[src/rtl/core/rsq_pkg.sv]
`timescale 1ns / 1ps
// ----------------------------------------------------------------------------
// rsq_pkg
// Shared constants for the rotated sprite quad corner generator.
// ----------------------------------------------------------------------------
package rsq_pkg;

    localparam int COORD_WIDTH_DEF = 32;
    localparam int ANGLE_WIDTH_DEF = 16;
    localparam int TRIG_W          = 18;
    localparam int QUEUE_DEPTH     = 2;
    localparam int POLY_W          = 32;
    localparam int POLY_PROD_W     = 63;

    localparam logic [POLY_W-1:0] C1 = 32'd1686629713;
    localparam logic [POLY_W-1:0] C3 = 32'd693598670;
    localparam logic [POLY_W-1:0] C5 = 32'd85569300;
    localparam logic [POLY_W-1:0] C7 = 32'd5027050;
    localparam logic [POLY_W-1:0] C9 = 32'd172280;

    localparam logic [1:0] CORNER_FIRST = 2'd0;
    localparam logic [1:0] CORNER_LAST  = 2'd3;

    // coefficient subtracted at each Horner stage of the sine polynomial
    function automatic logic [POLY_W-1:0] poly_coef(input int stage);
        logic [POLY_W-1:0] c;
        case (stage)
            4:       c = C7;
            5:       c = C5;
            6:       c = C3;
            default: c = C1;
        endcase
        return c;
    endfunction

endpackage

[src/rtl/core/rsq_queue.sv]
`timescale 1ns / 1ps
// ----------------------------------------------------------------------------
// rsq_queue
// Small register FIFO between the front and back parts.
// ----------------------------------------------------------------------------
module rsq_queue
    import rsq_pkg::*;
#(
    parameter int WIDTH = 8,
    parameter int DEPTH = QUEUE_DEPTH
)
(
    input  logic             clk,
    input  logic             rst_n,
    input  logic             wr_valid,
    output logic             wr_stall,
    input  logic [WIDTH-1:0] wr_data,
    output logic             rd_valid,
    input  logic             rd_pop,
    output logic [WIDTH-1:0] rd_data
);

    localparam int PTR_W = (DEPTH > 1) ? $clog2(DEPTH) : 1;
    localparam int CNT_W = $clog2(DEPTH + 1);

    logic [WIDTH-1:0] mem_reg [DEPTH];
    logic [PTR_W-1:0] wr_ptr_reg, wr_ptr_next;
    logic [PTR_W-1:0] rd_ptr_reg, rd_ptr_next;
    logic [CNT_W-1:0] cnt_reg, cnt_next;
    logic             push;
    logic             pop;

    assign wr_stall = (cnt_reg == CNT_W'(DEPTH));
    assign rd_valid = (cnt_reg != '0);
    assign push     = wr_valid && !wr_stall;
    assign pop      = rd_pop && rd_valid;
    assign rd_data  = mem_reg[rd_ptr_reg];

    always_comb
    begin
        wr_ptr_next = wr_ptr_reg;
        rd_ptr_next = rd_ptr_reg;
        cnt_next    = cnt_reg;
        if (push)
        begin
            wr_ptr_next = (wr_ptr_reg == PTR_W'(DEPTH - 1)) ? '0 : wr_ptr_reg + 1'b1;
        end
        if (pop)
        begin
            rd_ptr_next = (rd_ptr_reg == PTR_W'(DEPTH - 1)) ? '0 : rd_ptr_reg + 1'b1;
        end
        if (push && !pop)
        begin
            cnt_next = cnt_reg + 1'b1;
        end
        else if (pop && !push)
        begin
            cnt_next = cnt_reg - 1'b1;
        end
    end

    always_ff @(posedge clk or negedge rst_n)
    begin
        if (!rst_n)
        begin
            wr_ptr_reg <= '0;
            rd_ptr_reg <= '0;
            cnt_reg    <= '0;
        end
        else
        begin
            wr_ptr_reg <= wr_ptr_next;
            rd_ptr_reg <= rd_ptr_next;
            cnt_reg    <= cnt_next;
        end
    end

    always_ff @(posedge clk)
    begin
        if (push)
        begin
            mem_reg[wr_ptr_reg] <= wr_data;
        end
    end

endmodule

[config.mk]
export PLATFORM = sky130hd
export DESIGN_NAME = rsq_queue
export DESIGN_NICKNAME = d
export VERILOG_FILES = /design/src/rtl/core/rsq_pkg.sv /design/src/rtl/core/rsq_queue.sv
export SDC_FILE = /design/constraint.sdc
export NUM_CORES = 1
export LEC_CHECK = 0
export ABC_CLOCK_PERIOD_IN_PS = 1400
export CAP_MARGIN = 20
export CELL_PAD_IN_SITES_DETAIL_PLACEMENT = 0
export CELL_PAD_IN_SITES_GLOBAL_PLACEMENT = 2
export CORE_ASPECT_RATIO = 1.1
export CORE_MARGIN = 2
export CORE_UTILIZATION = 36
export CTS_CLUSTER_SIZE = 14
export DETAILED_ROUTE_END_ITERATION = 6
export DONT_BUFFER_PORTS = 1
export PLACE_DENSITY_LB_ADDON = 0.1
export SLEW_MARGIN = 0
export SYNTH_ARGS = -nofsm -noshare
export SYNTH_HDL_FRONTEND = slang
export SYNTH_SLANG_ARGS = --single-unit
[constraint.sdc]
create_clock -name clk -period 1.4 [get_ports clk]
set_input_delay 0.14 -clock clk [delete_from_list [all_inputs] [get_ports clk]]
set_output_delay 0.14 -clock clk [all_outputs]
set_load 0.005 [all_outputs]
Word level (Yosys, flattened, before mapping)
Memories as Yosys holds them, arrays and structs flattened.
Cells that the tools add are included.
- register bits: 4
- latch bits: 0
- memory bits (writable): 16
- ROM bits: 0
- input port bits: 12
- output and inout port bits: 10
- word-level logic and storage cells: 24
- memories kept: 1
- memory list (name ; words ; bits a word ; read ports ; clocked after Yosys merged registers in ; write ports ; line ; text):
    mem_reg ; 2 ; 8 ; 1 ; 0 ; 1 ; rsq_queue.sv:26 ; logic [WIDTH-1:0] mem_reg [DEPTH];
- $add $sub $neg: 4
- $mul: 0
- div/mod/pow operators: 0
- magnitude comparators: 0
- eq/ne operators: 1
- shift-type cells: 0
- mux-type cells: 6
- bitwise operators: 0
- reduce and logical (&&, ||, !) cells: 9
- operators with widths (cell ; number):
    $logic_and A1 B1 Y1 ; 4
    $mux W1 ; 4
    $mux W2 ; 2
    $reduce_bool A2 Y1 ; 2
    $logic_not A1 Y1 ; 3
    $add A1 B1 Y1 const B ; 2
    $add A2 B1 Y2 const B ; 1
    $eq A2 B2 Y1 const B ; 1
    $sub A2 B1 Y2 const B ; 1

Longest topological paths before layout
- depth in word-level cells: 7
- gate-level depth with buffers: 7
- depth with buffers taken out: 7

Worst setup path after synthesis
OpenSTA, ideal clock, no wires.
- path kind: flip-flop to flip-flop
- start: register cnt_reg[0]
- end: memory mem_reg[0][0], enable pin
- library setup time: 370 ps
- data arrival time: 986 ps
- data required time: 1030 ps
- slack: 44 ps
- stages on the path, launching flop included: 4
- buffers on the path: 0
- period minus slack after synthesis: 1356 ps
- cell sequence: dfrtp_1 -> nand2b_1 -> nand2_2 -> nor2_1
- word-level cells in the longest chain between the ends: 5
- RTL lines (what ; line ; text):
    start: declaration ; rsq_queue.sv:29 ; logic [CNT_W-1:0] cnt_reg, cnt_next;
    start signal: assignment ; rsq_queue.sv:74 ; cnt_reg <= cnt_next;
    $eq A2 B2 Y1 ; rsq_queue.sv:33 ; assign wr_stall = (cnt_reg == CNT_W'(DEPTH));
    $logic_not A1 Y1 ; rsq_queue.sv:35 ; assign push = wr_valid && !wr_stall;
    $logic_and A1 B1 Y1 ; rsq_queue.sv:35 ;
    $mux W1 ; rsq_queue.sv:80 ; if (push)
    $mux W1 (not written as such) ; rsq_queue.sv:82 ; mem_reg[wr_ptr_reg] <= wr_data;
    end: declaration ; rsq_queue.sv:26 ;
Every way passes these cells.

Worst setup path after layout
- start: register cnt_reg[1]
- end: register cnt_reg[1]
- elaborated cells between the ends (all ways): 14
- those cells by class: add/sub: 2; eq/ne: 1; mux: 2; reduce/logical: 9
- RTL lines (what ; line ; text):
    $reduce_bool A2 Y1 * ; rsq_queue.sv:34 ; assign rd_valid = (cnt_reg != '0);
    via rd_valid ; rsq_queue.sv:18 ; output logic rd_valid,
    $logic_and A1 B1 Y1 * ; rsq_queue.sv:36 ; assign pop = rd_pop && rd_valid;
    $logic_not A1 Y1 ; rsq_queue.sv:52 ; if (push && !pop)
    $logic_and A1 B1 Y1 ; rsq_queue.sv:52 ;
    $mux W2 or $reduce_bool A2 Y1 (tied branches) ; n/a ;
Mark *: on every way through the listed nets, which the timed path passes. The rest lies on a longest branch. The select of a mux whose other input is x is not followed.
A chain may end at the register's enable or synchronous reset.

==> impl_metrics.csv <==
group,metric,value,unit
flow_run,cap_violations,0,
placed_design,place_congestion,0.6953,
timing,setup_viol,0,
logic_synthesis,synth_edf_count,16,
global_routing,antenna_found_initial,0,
timing,setup_ws,0.02456,ns
timing,worst_pin_slew,0.2248,ns
floorplan,pin_count,22,
logic_synthesis,ys_types,14,
layout,largest_reg_flops,16,
pwr,p_int,1.515,mW
timing,slew_headroom,85.01,%
global_routing,grt_pass1_vias,490,
drt,drt_iter0_markers,4,
worst_setup_path,end_kind,"flop",
drt,dr.pass1.iters,2,
logic_synthesis,synth_ff_type,"edfxtp_1",
floorplan,die_height,53,µm
clock_network,cts_sinks,20,
logic_synthesis,synth_top_area_share,61.15,%
pwr,vdd_drop_max,1.100,mV
status,status,"finished, final reports clean",
worst_setup_path,cpMaxStageDelayCell,"dfrtp_1",
timing,grt_setup_unrepaired,"true",
floorplan,die_x,48.55,µm
placed_design,portBuffers,0,
worst_setup_path,cp_num_buf_inv,0,
drt,wl,1.412,mm
min_path,hold_class,"input port to asynchronous set/reset pin",
layout,fin_nets,79,
placed_design,post-dp-hpwl,1.054,mm
drt,ant_nets,0,
worst_setup_path,crit_arrival,1.56,ns
worst_setup_path,required,1.59,ns
clock_network,cts_tree,"done",
logic_synthesis,avgSynthCellArea,17.86,µm²
logic_synthesis,synth.area.top_cells,"edfxtp_1, dfrtp_1, mux2_1",
worst_setup_path,cp-start-kind,"flop",
worst_setup_path,slowest_delay,0.44,ns
logic_synthesis,ys_seq_elements,20,
logic_synthesis,yosysSeqAreaShare,73.89,%
global_routing,grt_pass1_wl,2.359,mm
global_routing,grt.total_usage,13.08,%
layout,antenna_cells,0,
clock_network,root_buffer,"clkbuf_4",
layout,drive_above_1_share,33.85,%
timing,tns,0,ns
pwr,seq_power_share,45.0,%
drt,via_count,420,
logic_synthesis,netlist_instances,44,
floorplan,initial_utilization,38.48,%
logic_synthesis,async_flop_share,20.00,%
drt,route.detailed.drc,0,
logic_synthesis,synth_area_leader_cell,"edfxtp_1",
pwr,leakagePower,0.4049,nW
floorplan,num_rows,17,
clock_network,clk_path_buf_depth,2,
timing,fin_crit_sh,98.25,%
logic_synthesis,syn_nets,57,
global_routing,grt.overflow.total,0,
clock_network,h-tree-depth,1,
timing,finalHoldViolCount,0,
layout,synthToLayoutAreaGrowth,35.19,%
global_routing,grt_max_degree,13,
clock_network,cts.clk_slew.worst_paths,0.11,ns
timing,drv_slew,0,
worst_setup_path,path_class,"flop to flop",
worst_setup_path,cp_max_fo,3,
logic_synthesis,yosysMostFrequentCell,"edfxtp_1",
pwr,p_switching,613.9,µW
logic_synthesis,syn_area,785.8,µm²
drt,wl_per_cell,15.18,µm
floorplan,core-area,0.002042,mm²
worst_setup_path,crit_chain,"or2_4 > nand2_4 > ha_4 > xor2_2 > nor2_2 > xor2_1",
pwr,netSwitchingFraction,28.84,%
placed_design,dp_slack,-0.01463,ns
clock_network,cts_buffers,3,
timing,fin_crit,1.375,ns
drt,viasPerCell,4.516,
pwr,combPwrFrac,33.4,%
worst_setup_path,cp_top_family,"flip-flops",
timing,fin_skew,0.003664,ns
timing,max_freq,0.7270,GHz
logic_synthesis,ys_warn_count,0,
logic_synthesis,synth_common_cells,"edfxtp_1, mux2_1, dfrtp_1",
layout,fill_cells,192,
floorplan,dieArea,0.002573,mm²
pwr,cellPowerDensity,2004,mW/mm²
pwr,power,2.129,mW
clock_network,clock_latency,0.29,ns
pwr,clockPowerShare,21.6,%
area by class of cell:
class / count / area, µm² / area share (%)
inverters: 2 / 7.507 / 0.7067
multi-input cells: 21 / 225.2 / 21.20
flip-flops and latches: 20 / 581.8 / 54.77
well taps: 28 / 35.03 / 3.298
clock buffers: 3 / 22.52 / 2.120
clock inverters: 1 / 30.03 / 2.827
repair buffers: 18 / 160.2 / 15.08
routing by layer:
| metal | up-vias | global-route usage, % | share of wire, % |
|---|---|---|---|
| met2 | 11 | 27.55 | 61 |
| met3 | 0 | 3.955 | 5.8 |
| li1 | 196 | - | - |
| met5 | - | 0 | 0 |
| met4 | 0 | 7.143 | 0 |
| met1 | 213 | 10.83 | 33 |
logic make-up after synthesis:
logic type    synth area share (%)
simple gates                 5.894
mux                          11.47
xor+xnor                     5.574
buf+inv                      1.592
flops                        73.89
fa+ha+maj                    1.592
metrics by stage:
step	cell area (µm²)	hold WS, ns	std cells	util [%]
floorplan	785.8	-0.1556	44	-
global placement	860.8	-0.1555	77	42.16
detailed placement	860.8	-0.1555	77	42.16
CTS	1060	0.09943	93	51.90
global route	1062	0.09602	93	52.02
finish	1062	0.1057	93	52.02
cell usage in the layout, fill, tap and decap left out, types with 2 or more instances in the layout:
cell	Yosys	final
dlygate4sd3_1	0	10
buf_4	0	8
dfrtp_1	4	3
nor2_2	0	2
edfxtp_1	16	16
xnor2_1	3	3
mux2_1	8	8
clkbuf_4	0	3
power groups by stage:
stage               registers, mW  logic, mW  clock network [mW]
finish                      0.958      0.711               0.460
global route                0.979      0.780               0.499
CTS                         0.959      0.714               0.472
detailed placement          0.964      0.565                   0
global placement            0.945      0.522                   0
floorplan                   0.895      0.425                   0
final timing paths:
check	start	to	slack (ns)	cells after the start
worst max-delay path	cnt_reg[1]	cnt_reg[1]	0.02	6
worst min-delay path	rst_n	rd_ptr_reg	0.11	1
worst min register to register	wr_ptr_reg	wr_ptr_reg	0.56	1
worst max register to register	cnt_reg[1]	cnt_reg[1]	0.02	6
max in group asynchronous	rst_n	rd_ptr_reg	1.11	1
min in group clk	wr_valid	wr_ptr_reg	0.13	3
timing repair:
action / in CTS / in global routing
buffers inserted: 2 / 0
pin swaps: 2 / 0
hold endpoints to repair: 21 / 0
resized for setup: 6 / 2
hold buffers: 10 / 0
setup endpoints to repair: 9 / 6
Note: power is estimated with default switching activity, not from simulation.
